File: config.mk
export PLATFORM = sky130hd
export DESIGN_NAME = pm_sensor_frame_accumulator
export DESIGN_NICKNAME = d
export VERILOG_FILES = /design/src/sv/pmsfa_pkg.sv /design/src/sv/pm_sensor_frame_accumulator.sv /design/src/sv/pmsfa_framer.sv /design/src/sv/pmsfa_div.sv
export SDC_FILE = /design/constraint.sdc
export NUM_CORES = 1
export LEC_CHECK = 0
export ABC_AREA = 1
export BUFFER_PORTS_ARGS = -buffer_cell sky130_fd_sc_hd__buf_4
export CORE_MARGIN = 1
export CORE_UTILIZATION = 35
export DETAILED_ROUTE_END_ITERATION = 6
export SYNTH_ARGS = -nofsm -noshare
export SYNTH_HDL_FRONTEND = slang
export SYNTH_HIERARCHICAL = 1
export SYNTH_SLANG_ARGS = --single-unit
File: constraint.sdc
create_clock -name aclk -period 4.7 [get_ports aclk]
set_clock_uncertainty 0.15 [all_clocks]
set_input_delay 0.94 -clock aclk [delete_from_list [all_inputs] [get_ports aclk]]
set_output_delay 0.94 -clock aclk [all_outputs]
set_load 0.03 [all_outputs]
File: src/sv/pmsfa_pkg.sv
// ----------------------------------------------------------------------------
// pmsfa_pkg
// Shared types and constants for the particle-sensor frame accumulator.
// ----------------------------------------------------------------------------
package pmsfa_pkg;

    localparam int FRAME_LEN_DEFAULT = 20;

    localparam int          POS_W     = 5;
    localparam int          DIV_STEPS = 16;
    localparam logic [15:0] COUNT_MAX = 16'hFFFF;

    localparam logic [POS_W-1:0] PM25_HI_POS = 5'd5;
    localparam logic [POS_W-1:0] PM25_LO_POS = 5'd6;
    localparam logic [POS_W-1:0] PM10_HI_POS = 5'd9;
    localparam logic [POS_W-1:0] PM10_LO_POS = 5'd10;

    localparam logic [1:0] MODE_RX     = 2'd0;
    localparam logic [1:0] MODE_REPORT = 2'd1;
    localparam logic [1:0] MODE_CLEAR  = 2'd2;

    // frame event from the byte framer
    typedef struct packed {
        logic        done;
        logic        ok;
        logic [15:0] pm25;
        logic [15:0] pm10;
    } frame_evt_t;

    // request to the shared divider
    typedef struct packed {
        logic        start;
        logic [31:0] dividend;
        logic [15:0] divisor;
    } div_req_t;

    // divider status
    typedef struct packed {
        logic        done;
        logic [15:0] quotient;
    } div_stat_t;

endpackage

File: src/sv/pm_sensor_frame_accumulator.sv
// ----------------------------------------------------------------------------
// pm_sensor_frame_accumulator
// Byte framer, checksum check, PM2.5/PM10 totals and averages on report.
// ----------------------------------------------------------------------------
// byte, clear, zero-count report and unused requests: result registered on accept,
//   next request taken while the sink takes that result (a sink stall holds it off)
// report with nonzero count: two 16-step divisions on the shared divider, PM2.5 then PM10,
//   result registered when the second one finishes, next request taken then
// synchronous active-low reset clears framer, state, totals, count and the output valid
module pm_sensor_frame_accumulator
    import pmsfa_pkg::*;
#(
    parameter int FRAME_LEN = FRAME_LEN_DEFAULT
) (
    input  logic        aclk,
    input  logic        aresetn,
    input  logic        s_tvalid,
    output logic        s_tready,
    input  logic [7:0]  s_tdata,   // [7:0] rx_byte
    input  logic [1:0]  s_tuser,   // [1:0] mode
    output logic        m_tvalid,
    input  logic        m_tready,
    // [0] frame_done, [1] frame_ok, [17:2] pm25_average, [33:18] pm10_average,
    // [49:34] frames_counted, [50] average_valid, [55:51] zero
    output logic [55:0] m_tdata
);

    typedef enum logic [2:0] {
        ST_IDLE  = 3'b001,
        ST_DIV25 = 3'b010,
        ST_DIV10 = 3'b100
    } state_t;

    state_t      state_reg, state_next;
    logic [31:0] pm25_tot_reg, pm25_tot_next;
    logic [31:0] pm10_tot_reg, pm10_tot_next;
    logic [15:0] count_reg, count_next;
    logic [15:0] avg25_reg, avg25_next;
    logic        ovalid_reg, ovalid_next;
    logic [55:0] odata_reg, odata_next;

    logic       accept;
    logic [1:0] mode;
    frame_evt_t evt;
    div_req_t   dreq;
    div_stat_t  dstat;

    assign mode     = s_tuser;
    assign s_tready = (state_reg == ST_IDLE) && (!ovalid_reg || m_tready);
    assign accept   = s_tvalid && s_tready;

    pmsfa_framer #(
        .FRAME_LEN (FRAME_LEN)
    ) u_framer (
        .aclk     (aclk),
        .aresetn  (aresetn),
        .rx_valid (accept && (mode == MODE_RX)),
        .rx_byte  (s_tdata),
        .evt      (evt)
    );

    pmsfa_div u_div (
        .aclk    (aclk),
        .aresetn (aresetn),
        .req     (dreq),
        .stat    (dstat)
    );

    function automatic logic [55:0] pack_result(
        input logic        done,
        input logic        ok,
        input logic [15:0] a25,
        input logic [15:0] a10,
        input logic [15:0] cnt,
        input logic        aval
    );
        pack_result = {5'd0, aval, cnt, a10, a25, ok, done};
    endfunction

    always_comb begin
        state_next    = state_reg;
        pm25_tot_next = pm25_tot_reg;
        pm10_tot_next = pm10_tot_reg;
        count_next    = count_reg;
        avg25_next    = avg25_reg;
        odata_next    = odata_reg;
        ovalid_next   = ovalid_reg && !m_tready;
        dreq.start    = 1'b0;
        dreq.dividend = pm25_tot_reg;
        dreq.divisor  = count_reg;

        unique case (state_reg)
            ST_IDLE: begin
                if (accept) begin
                    case (mode)
                        MODE_RX: begin
                            if (evt.ok && (count_reg != COUNT_MAX)) begin
                                pm25_tot_next = pm25_tot_reg + {16'd0, evt.pm25};
                                pm10_tot_next = pm10_tot_reg + {16'd0, evt.pm10};
                                count_next    = count_reg + 1'b1;
                            end
                            ovalid_next = 1'b1;
                            odata_next  = pack_result(evt.done, evt.ok, 16'd0, 16'd0,
                                                      count_next, 1'b0);
                        end
                        MODE_REPORT: begin
                            if (count_reg == 16'd0) begin
                                ovalid_next = 1'b1;
                                odata_next  = pack_result(1'b0, 1'b0, 16'd0, 16'd0,
                                                          16'd0, 1'b0);
                            end else begin
                                dreq.start = 1'b1;
                                state_next = ST_DIV25;
                            end
                        end
                        MODE_CLEAR: begin
                            pm25_tot_next = '0;
                            pm10_tot_next = '0;
                            count_next    = '0;
                            ovalid_next   = 1'b1;
                            odata_next    = pack_result(1'b0, 1'b0, 16'd0, 16'd0,
                                                        16'd0, 1'b0);
                        end
                        default: begin
                            // unused mode returns an all-zero result
                            ovalid_next = 1'b1;
                            odata_next  = pack_result(1'b0, 1'b0, 16'd0, 16'd0,
                                                      16'd0, 1'b0);
                        end
                    endcase
                end
            end
            ST_DIV25: begin
                if (dstat.done) begin
                    avg25_next    = dstat.quotient;
                    dreq.start    = 1'b1;
                    dreq.dividend = pm10_tot_reg;
                    state_next    = ST_DIV10;
                end
            end
            ST_DIV10: begin
                // output register is empty here, it drained when the report was taken
                if (dstat.done) begin
                    ovalid_next = 1'b1;
                    odata_next  = pack_result(1'b0, 1'b0, avg25_reg, dstat.quotient,
                                              count_reg, 1'b1);
                    state_next  = ST_IDLE;
                end
            end
            default: state_next = ST_IDLE;
        endcase
    end

    assign m_tvalid = ovalid_reg;
    assign m_tdata  = odata_reg;

    always_ff @(posedge aclk) begin
        if (!aresetn) begin
            state_reg    <= ST_IDLE;
            pm25_tot_reg <= '0;
            pm10_tot_reg <= '0;
            count_reg    <= '0;
            ovalid_reg   <= 1'b0;
        end else begin
            state_reg    <= state_next;
            pm25_tot_reg <= pm25_tot_next;
            pm10_tot_reg <= pm10_tot_next;
            count_reg    <= count_next;
            ovalid_reg   <= ovalid_next;
        end
    end

    always_ff @(posedge aclk) begin
        avg25_reg <= avg25_next;
        odata_reg <= odata_next;
    end

endmodule

File: src/sv/pmsfa_framer.sv
// ----------------------------------------------------------------------------
// pmsfa_framer
// Counts bytes into fixed-length frames, keeps the running byte sum and
// captures the big-endian PM2.5 and PM10 fields.
// ----------------------------------------------------------------------------
module pmsfa_framer
    import pmsfa_pkg::*;
#(
    parameter int FRAME_LEN = FRAME_LEN_DEFAULT
) (
    input  logic       aclk,
    input  logic       aresetn,
    input  logic       rx_valid,
    input  logic [7:0] rx_byte,
    output frame_evt_t evt
);

    localparam logic [POS_W-1:0] LAST_POS = POS_W'(FRAME_LEN - 1);

    logic [POS_W-1:0] pos_reg,  pos_next;
    logic [7:0]       sum_reg,  sum_next;
    logic [15:0]      pm25_reg, pm25_next;
    logic [15:0]      pm10_reg, pm10_next;
    logic [7:0]       sum_upd;
    logic             last;

    assign sum_upd = sum_reg + rx_byte;
    assign last    = (pos_reg >= LAST_POS);

    always_comb begin
        pm25_next = pm25_reg;
        pm10_next = pm10_reg;
        pos_next  = pos_reg;
        sum_next  = sum_reg;
        if (rx_valid) begin
            unique case (pos_reg)
                PM25_HI_POS: pm25_next = {rx_byte, pm25_reg[7:0]};
                PM25_LO_POS: pm25_next = {pm25_reg[15:8], rx_byte};
                PM10_HI_POS: pm10_next = {rx_byte, pm10_reg[7:0]};
                PM10_LO_POS: pm10_next = {pm10_reg[15:8], rx_byte};
                default: ;
            endcase
            if (last) begin
                pos_next = '0;
                sum_next = '0;
            end else begin
                pos_next = pos_reg + 1'b1;
                sum_next = sum_upd;
            end
        end
    end

    // captures include the current byte, a short frame may end on a pm field
    assign evt.done = rx_valid && last;
    assign evt.ok   = rx_valid && last && (sum_upd == 8'd0);
    assign evt.pm25 = pm25_next;
    assign evt.pm10 = pm10_next;

    always_ff @(posedge aclk) begin
        if (!aresetn) begin
            pos_reg  <= '0;
            sum_reg  <= '0;
            pm25_reg <= '0;
            pm10_reg <= '0;
        end else begin
            pos_reg  <= pos_next;
            sum_reg  <= sum_next;
            pm25_reg <= pm25_next;
            pm10_reg <= pm10_next;
        end
    end

endmodule

File: src/sv/pmsfa_div.sv
// ----------------------------------------------------------------------------
// pmsfa_div
// Radix-2 restoring divider, 32 by 16 bits with a 16-bit quotient, one
// quotient bit per cycle. The dividend's upper half must be below the divisor.
// ----------------------------------------------------------------------------
module pmsfa_div
    import pmsfa_pkg::*;
(
    input  logic      aclk,
    input  logic      aresetn,
    input  div_req_t  req,
    output div_stat_t stat
);

    localparam int CNT_W = $clog2(DIV_STEPS + 1);

    logic [15:0]      rem_reg,  rem_next;
    logic [15:0]      quo_reg,  quo_next;
    logic [15:0]      dvs_reg,  dvs_next;
    logic [CNT_W-1:0] cnt_reg,  cnt_next;
    logic             done_reg, done_next;
    logic [16:0]      partial;
    logic [17:0]      trial;

    assign partial = {rem_reg, quo_reg[15]};
    assign trial   = {1'b0, partial} - {2'b00, dvs_reg};

    always_comb begin
        rem_next  = rem_reg;
        quo_next  = quo_reg;
        dvs_next  = dvs_reg;
        cnt_next  = cnt_reg;
        done_next = 1'b0;
        if (req.start) begin
            rem_next = req.dividend[31:16];
            quo_next = req.dividend[15:0];
            dvs_next = req.divisor;
            cnt_next = CNT_W'(DIV_STEPS);
        end else if (cnt_reg != '0) begin
            if (!trial[17]) begin
                rem_next = trial[15:0];
                quo_next = {quo_reg[14:0], 1'b1};
            end else begin
                rem_next = partial[15:0];
                quo_next = {quo_reg[14:0], 1'b0};
            end
            cnt_next  = cnt_reg - 1'b1;
            done_next = (cnt_reg == CNT_W'(1));
        end
    end

    assign stat.done     = done_reg;
    assign stat.quotient = quo_reg;

    always_ff @(posedge aclk) begin
        if (!aresetn) begin
            cnt_reg  <= '0;
            done_reg <= 1'b0;
        end else begin
            cnt_reg  <= cnt_next;
            done_reg <= done_next;
        end
    end

    always_ff @(posedge aclk) begin
        rem_reg <= rem_next;
        quo_reg <= quo_next;
        dvs_reg <= dvs_next;
    end

endmodule

==> results of run 1 <==
[metrics by stage]
stage | instances | hold WS (ns) | cell area (um2) | util | worst slack, ns
2_1_floorplan | 2237 | 0.253 | 15300 | - | 0.793
3_5_place_dp | 2840 | 0.310 | 16400 | 0.379 | 0.193
5_1_grt | 2894 | 0.332 | 17400 | 0.404 | 0.400
6_report | 2894 | 0.320 | 17400 | 0.404 | 0.730
3_3_place_gp | 2840 | 0.308 | 16400 | 0.379 | 0.243
4_1_cts | 2894 | 0.320 | 17400 | 0.404 | 0.770
[critical path, delay by kind of cell]
family / cells / cell delay [ns]
fa+ha+maj: 1 / 0.35
simple gates: 17 / 2.66
buf+inv: 4 / 0.37
[power by group]
group	switching, mW	internal (mW)
clock network	0.952	1.59
logic	0.746	0.381
registers	0.135	2.59
total	1.83	4.56
[worst min path at each step]
stage,slack (ns),endpoint
6_report,0.32,u_framer/pm25_reg[10]
5_1_grt,0.33,u_framer/pm10_reg[13]
4_1_cts,0.32,u_framer/pm25_reg[10]
3_5_place_dp,0.31,u_framer/pm25_reg[10]
3_3_place_gp,0.31,u_framer/pm25_reg[10]
2_1_floorplan,0.25,u_div/dvs_reg[11]
[area by class of cell]
type                    instances  area [um2]  share of cell area
inverters                     326        1220              0.0702
repair buffers                 77         591              0.0339
multi-input cells            1602        7650               0.439
clock buffers                  31         743              0.0426
clock inverters                23         342              0.0196
flip-flops and latches        250        6160               0.353
well taps                     585         732              0.0420
[logic make-up after synthesis]
kind of cell	count (synthesis)	synth area share
DFF	250	0.402
AOI/OAI and AO/OA	196	0.0662
xor gates and xnor gates	34	0.0194
adders and majority gates	67	0.0566
buffers and inverters	385	0.101
and+or+nand+nor	1300	0.355
other	1	0.000245
[layout by cell type (no fill, tap or decap), types with 7 or more instances in the layout]
cell type and n:
nand2_1 840, inv_1 304, nor2_1 181, nand3_1 156
dfxtp_1 135, a21oi_1 134, edfxtp_1 115, buf_4 76
ha_1 63, o21ai_0 45, clkbuf_16 29, nand3b_1 27
xor2_1 26, nand4_1 26, nor3_1 22, inv_2 18
nand2_2 14, xnor2_1 8, bufinv_16 8, clkinv_1 7
o22ai_1 7
[cell usage after synthesis (5+ instances only)]
cell      number  share of area
clkbuf_1      27         0.0066
dfxtp_1      135           0.18
xor2_1        26          0.015
nor2_1       181          0.044
nand4_1       26          0.011
nand3b_1      27          0.013
inv_1        305          0.075
buf_6          7         0.0051
nand2_2       14         0.0057
buf_4          7         0.0034
nand3_1      156          0.051
nor3_1        22         0.0072
o21ai_0       45          0.015
nand2_1      840           0.21
inv_2         17         0.0042
nor2_2         6         0.0024
o22ai_1        7         0.0029
ha_1          63          0.051
edfxtp_1     115           0.23
buf_2         18         0.0059
xnor2_1        8         0.0046
a21oi_1      134          0.044
or2_2          5         0.0020
[per-layer routing]
layer | vias to the layer above | part of all wire | wire length (um)
li1 | 7153 | - | -
met1 | 6319 | 0.46 | 19200
met2 | 311 | 0.47 | 19500
met3 | 70 | 0.046 | 1920
met4 | 0 | 0.024 | 1010
met5 | - | 0 | 0
==> results.json, run 1 <==
{
  "clk-insertion-delay-late_ns": 0.56,
  "crit_slowest_cell": "ha_1",
  "endpoint_kind": "flip-flop",
  "initial_utilization": 0.355,
  "setup_violations": 0,
  "yosys_warnings": 6,
  "clock-sinks": 250,
  "grt_pass1_vias": 13146,
  "critPathRequiredTime_ns": 5.05,
  "hold_start": "u_framer/pm25_reg[10]",
  "syn_area_um2": 15300,
  "holdPathStages": 2,
  "ys_ff_latch": 250,
  "wl_per_cell_um": 14.4,
  "die_area_um2": 44600,
  "path_common_cell": "nand2_1",
  "cts_tree": "yes",
  "fin_tns_setup_ns": 0,
  "peakVddDrop_mv": 0.243,
  "n_fill_cell": 4558,
  "use_met2": 0.316,
  "drtPass1Iterations": 6,
  "syn_area_per_cell_um2": 6.87,
  "antenna_cells": 0,
  "grt_setup_unrepaired": "false",
  "ys_seq_area_frac": 0.402,
  "start_kind": "input pin",
  "clock_path_buffers": 3,
  "worstMarginPinSlew_ns": 1.11,
  "r2r_slack_ns": 0.82,
  "synthCells": 2233,
  "die_y_um": 211,
  "cts_inserted_buffers": 29,
  "post_cts_buffers": 0,
  "ctsHoldBuffers": 0,
  "synthArstFlopShare": 0,
  "vias": 13853,
  "grt_overflow_total": 0,
  "power_leakage_nw": 8.23,
  "grtUsageMet1": 0.252,
  "rows": 76,
  "cp_max_fo": 17,
  "max_clock_freq_mhz": 252,
  "drc_errors": 0,
  "portBuffers": 66,
  "coreArea_um2": 43200,
  "crit_arrival_ns": 4.32,
  "antenna_found_initial": 0,
  "track_usage": 0.188,
  "gp_congestion": 0.949,
  "drive_above_1_share": 0.0793,
  "critPathLaunch": "m_tready",
  "grtUsageMet3": 0.0230,
  "detailed_place_hpwl_mm": 31.6,
  "grt_start_max_net_pins": 65,
  "cts_resized": 0,
  "root_buffer": "clkbuf_16",
  "htreeDepth": 1,
  "worstPathCellList": "buf_4, inv_1, nand2_1, nand4_1, nor2_2, inv_2, nor2_4, inv_2, nor2_1, nand2_2, nand2_1, nand2_1, ha_1, nand2_1, nor2_1, nand3_1, nand3_1, nand2_1, nand2_1, nand3_1, and2_0, nor2_1",
  "ant_nets": 0,
  "path_class": "input pin to flip-flop",
  "fin_crit_ns": 3.97,
  "finalPower_mw": 6.39,
  "largest_register_ffs": 51,
  "synth_edf_count": 115,
  "hp-class": "flip-flop to flip-flop",
  "drtIter0Drc": 1032,
  "reg2reg_from": "state_reg[1]",
  "viasPerCell": 4.79,
  "max_cap_viol_count": 0,
  "p_per_area_nw_per_um2": 367,
  "grt_pass1_wl_mm": 67.4,
  "hold_viol": 0,
  "die_w_um": 211,
  "critPathMaxStageDelay_ns": 0.35,
  "synth_flop_cell": "dfxtp_1",
  "syn_to_final_growth_pct": 13.7,
  "status": "completed",
  "nets": 2367,
  "drv_slew": 0,
  "routed_wl_mm": 41.6,
  "busiest_layer": "met2",
  "period_share": 0.845,
  "synth_cell_type_count": 42,
  "clkTransAtPathRegs_ns": 0.06,
  "ios": 72,
  "r2r_cells": 20,
  "relSlewSlack": 0.259,
  "endpoint": "pm10_tot_reg[26]",
  "r2r-end": "pm10_tot_reg[26]"
}
No activity file was read; power rests on OpenSTA's default activity.
==> run 2: changes to the inputs <==
==> constraint.sdc (replaced) <==
create_clock -name aclk -period 3.61 [get_ports aclk]
set_clock_uncertainty 0.15 [all_clocks]
set_input_delay 0.722 -clock aclk [delete_from_list [all_inputs] [get_ports aclk]]
set_output_delay 0.722 -clock aclk [all_outputs]
set_load 0.03 [all_outputs]
==> run 2 against run 1 <==
  * Die area unchanged
  * Sequential share of layout area decreased by 2.1 points
  * First-iteration DRC count down 21%
  * Sequential cell count did not move
  * Cell area grew 6.4%
  * Global-route usage increased by 0.64 points
  * Critical path depth increased by 1
  * Total power grew 28%
  * Clock-buffer cell count up 2
  * Critical endpoint is now pm25_tot_reg[9]
  * Largest cell class unchanged
  * Highest routed layer unchanged
==> results.json, run 2 (synthesis results as in run 1) <==
{
  "largest_register_ffs": 51,
  "cts_tree": "yes",
  "ctsHoldBuffers": 0,
  "cts_inserted_buffers": 30,
  "antenna_found_initial": 0,
  "path_class": "flip-flop to flip-flop",
  "drc_errors": 0,
  "grt_pass1_vias": 13631,
  "max_cap_viol_count": 0,
  "grt_start_max_net_pins": 65,
  "antenna_cells": 0,
  "power_leakage_nw": 8.88,
  "status": "completed",
  "n_fill_cell": 4488,
  "initial_utilization": 0.355,
  "drtIter0Drc": 819,
  "reg2reg_from": "state_reg[1]",
  "track_usage": 0.195,
  "start_kind": "flip-flop",
  "relSlewSlack": 0.479,
  "die_y_um": 211,
  "worstMarginPinSlew_ns": 0.781,
  "coreArea_um2": 43200,
  "finalHoldWorstSlack_ns": 0.271,
  "vias": 14251,
  "routed_wl_mm": 42.8,
  "root_buffer": "clkbuf_16",
  "setup_violations": 0,
  "clock_path_buffers": 3,
  "nets": 2484,
  "critPathLaunch": "state_reg[1]",
  "grt_setup_unrepaired": "true",
  "die_area_um2": 44600,
  "die_w_um": 211,
  "fin_cells": 3012,
  "hold_viol": 0,
  "syn_to_final_growth_pct": 21.1,
  "drive_above_1_share": 0.140,
  "p_per_area_nw_per_um2": 443,
  "period_share": 0.934,
  "hp-class": "input pin to flip-flop",
  "endpoint": "pm25_tot_reg[9]",
  "drtPass1Iterations": 7,
  "wl_per_cell_um": 14.2,
  "ios": 72,
  "critPathRequiredTime_ns": 3.97,
  "peakVddDrop_mv": 0.339,
  "r2r-end": "pm25_tot_reg[9]",
  "clock-sinks": 250,
  "r2r_slack_ns": 0.24,
  "grt_pass1_wl_mm": 69.4,
  "grt_overflow_total": 0,
  "drv_slew": 0,
  "r2r_cells": 23,
  "gp_congestion": 0.926,
  "rows": 76,
  "ant_nets": 0,
  "crit_arrival_ns": 3.73,
  "fin_tns_setup_ns": 0,
  "endpoint_kind": "flip-flop",
  "max_clock_freq_mhz": 297,
  "placed_cells": 2955,
  "clk-insertion-delay-late_ns": 0.57,
  "portBuffers": 66,
  "detailed_place_hpwl_mm": 32.4,
  "htreeDepth": 1,
  "final_cell_mix": "nand2_1 (830), inv_1 (304), buf_4 (185)",
  "cp_max_fo": 8,
  "viasPerCell": 4.73,
  "final_common_cell": "nand2_1",
  "finalPower_mw": 8.22,
  "clkTransAtPathRegs_ns": 0.06,
  "fin_crit_ns": 3.37
}
[run 2: cell types whose count changed in the layout (fill, tap and decap cells not counted), sizes merged]
cell	before	now
inv	326	322
clkinvlp	3	4
clkinv	12	18
buf	77	193
bufinv	8	5
clkbuf	31	33
[run 2: critical path, cell delays in order, from the launching register on]
cell,delay (ns)
dfxtp_1,0.33
nor2_2,0.13
nand4_1,0.16
nor2_2,0.15
inv_2,0.07
nor2_4,0.25
inv_2,0.11
nor2_4,0.16
nand2_2,0.14
nand2_1,0.11
nand2_1,0.06
ha_1,0.33
nand2_2,0.15
inv_1,0.05
nand2_1,0.07
nand2_1,0.10
inv_1,0.07
nand3_1,0.15
buf_4,0.18
nand2_1,0.05
nand2_1,0.05
nor2_1,0.17
nor2_1,0.06
nor2_1,0.07
[run 2: worst min-delay path by stage]
stage | from | end | slack (ns) | cells past startpoint
floorplan | count_reg[11] | u_div/dvs_reg[11] | 0.25 | 0
global placement | u_framer/sum_reg[3] | u_framer/sum_reg[3] | 0.31 | 2
detailed placement | u_framer/pm25_reg[11] | u_framer/pm25_reg[11] | 0.31 | 2
CTS | s_tvalid | m_tvalid | 0.25 | 3
global route | s_tvalid | m_tvalid | 0.28 | 3
finish | s_tvalid | m_tvalid | 0.27 | 3
[run 2: stage by stage]
stage / setup slack, ns / util / instance area, um2
5_1_grt: -0.0245 / 0.430 / 18600
3_5_place_dp: -0.461 / 0.401 / 17300
3_3_place_gp: -0.474 / 0.401 / 17300
4_1_cts: 0.0386 / 0.425 / 18300
6_report: 0.240 / 0.430 / 18600
2_1_floorplan: 0.0193 / - / 15400
[run 2: repair_timing]
item / in CTS / in global routing
pin swaps: 0 / 5
cloned: 0 / 0
endpoints found under the setup margin: 1 / 51
resized for setup: 1 / 52
setup buffers: 0 / 1
[run 2: layer usage]
| layer | global-route usage | wire (um) |
|---|---|---|
| met2 | 0.329 | 19900 |
| met5 | 0 | 0 |
| met1 | 0.257 | 19600 |
| met3 | 0.0252 | 2280 |
| met4 | 0.0597 | 1040 |
[run 2: final cells by class]
type | instances | area [um2] | share of cell area
inverter | 326 | 1220 | 0.0659
tap | 585 | 732 | 0.0394
timing repair buffer | 193 | 1540 | 0.0830
multi-input combinational | 1602 | 7870 | 0.424
sequential | 250 | 6160 | 0.332
clock inverter | 23 | 255 | 0.0138
clock buffer | 33 | 783 | 0.0422
[run 2: power by group]
group | total, mW | internal (mW) | switching (mW) | leakage [nW]
clock network | 3.18 | 1.92 | 1.26 | 0.499
logic | 1.49 | 0.510 | 0.977 | 6.20
registers | 3.55 | 3.37 | 0.182 | 2.17
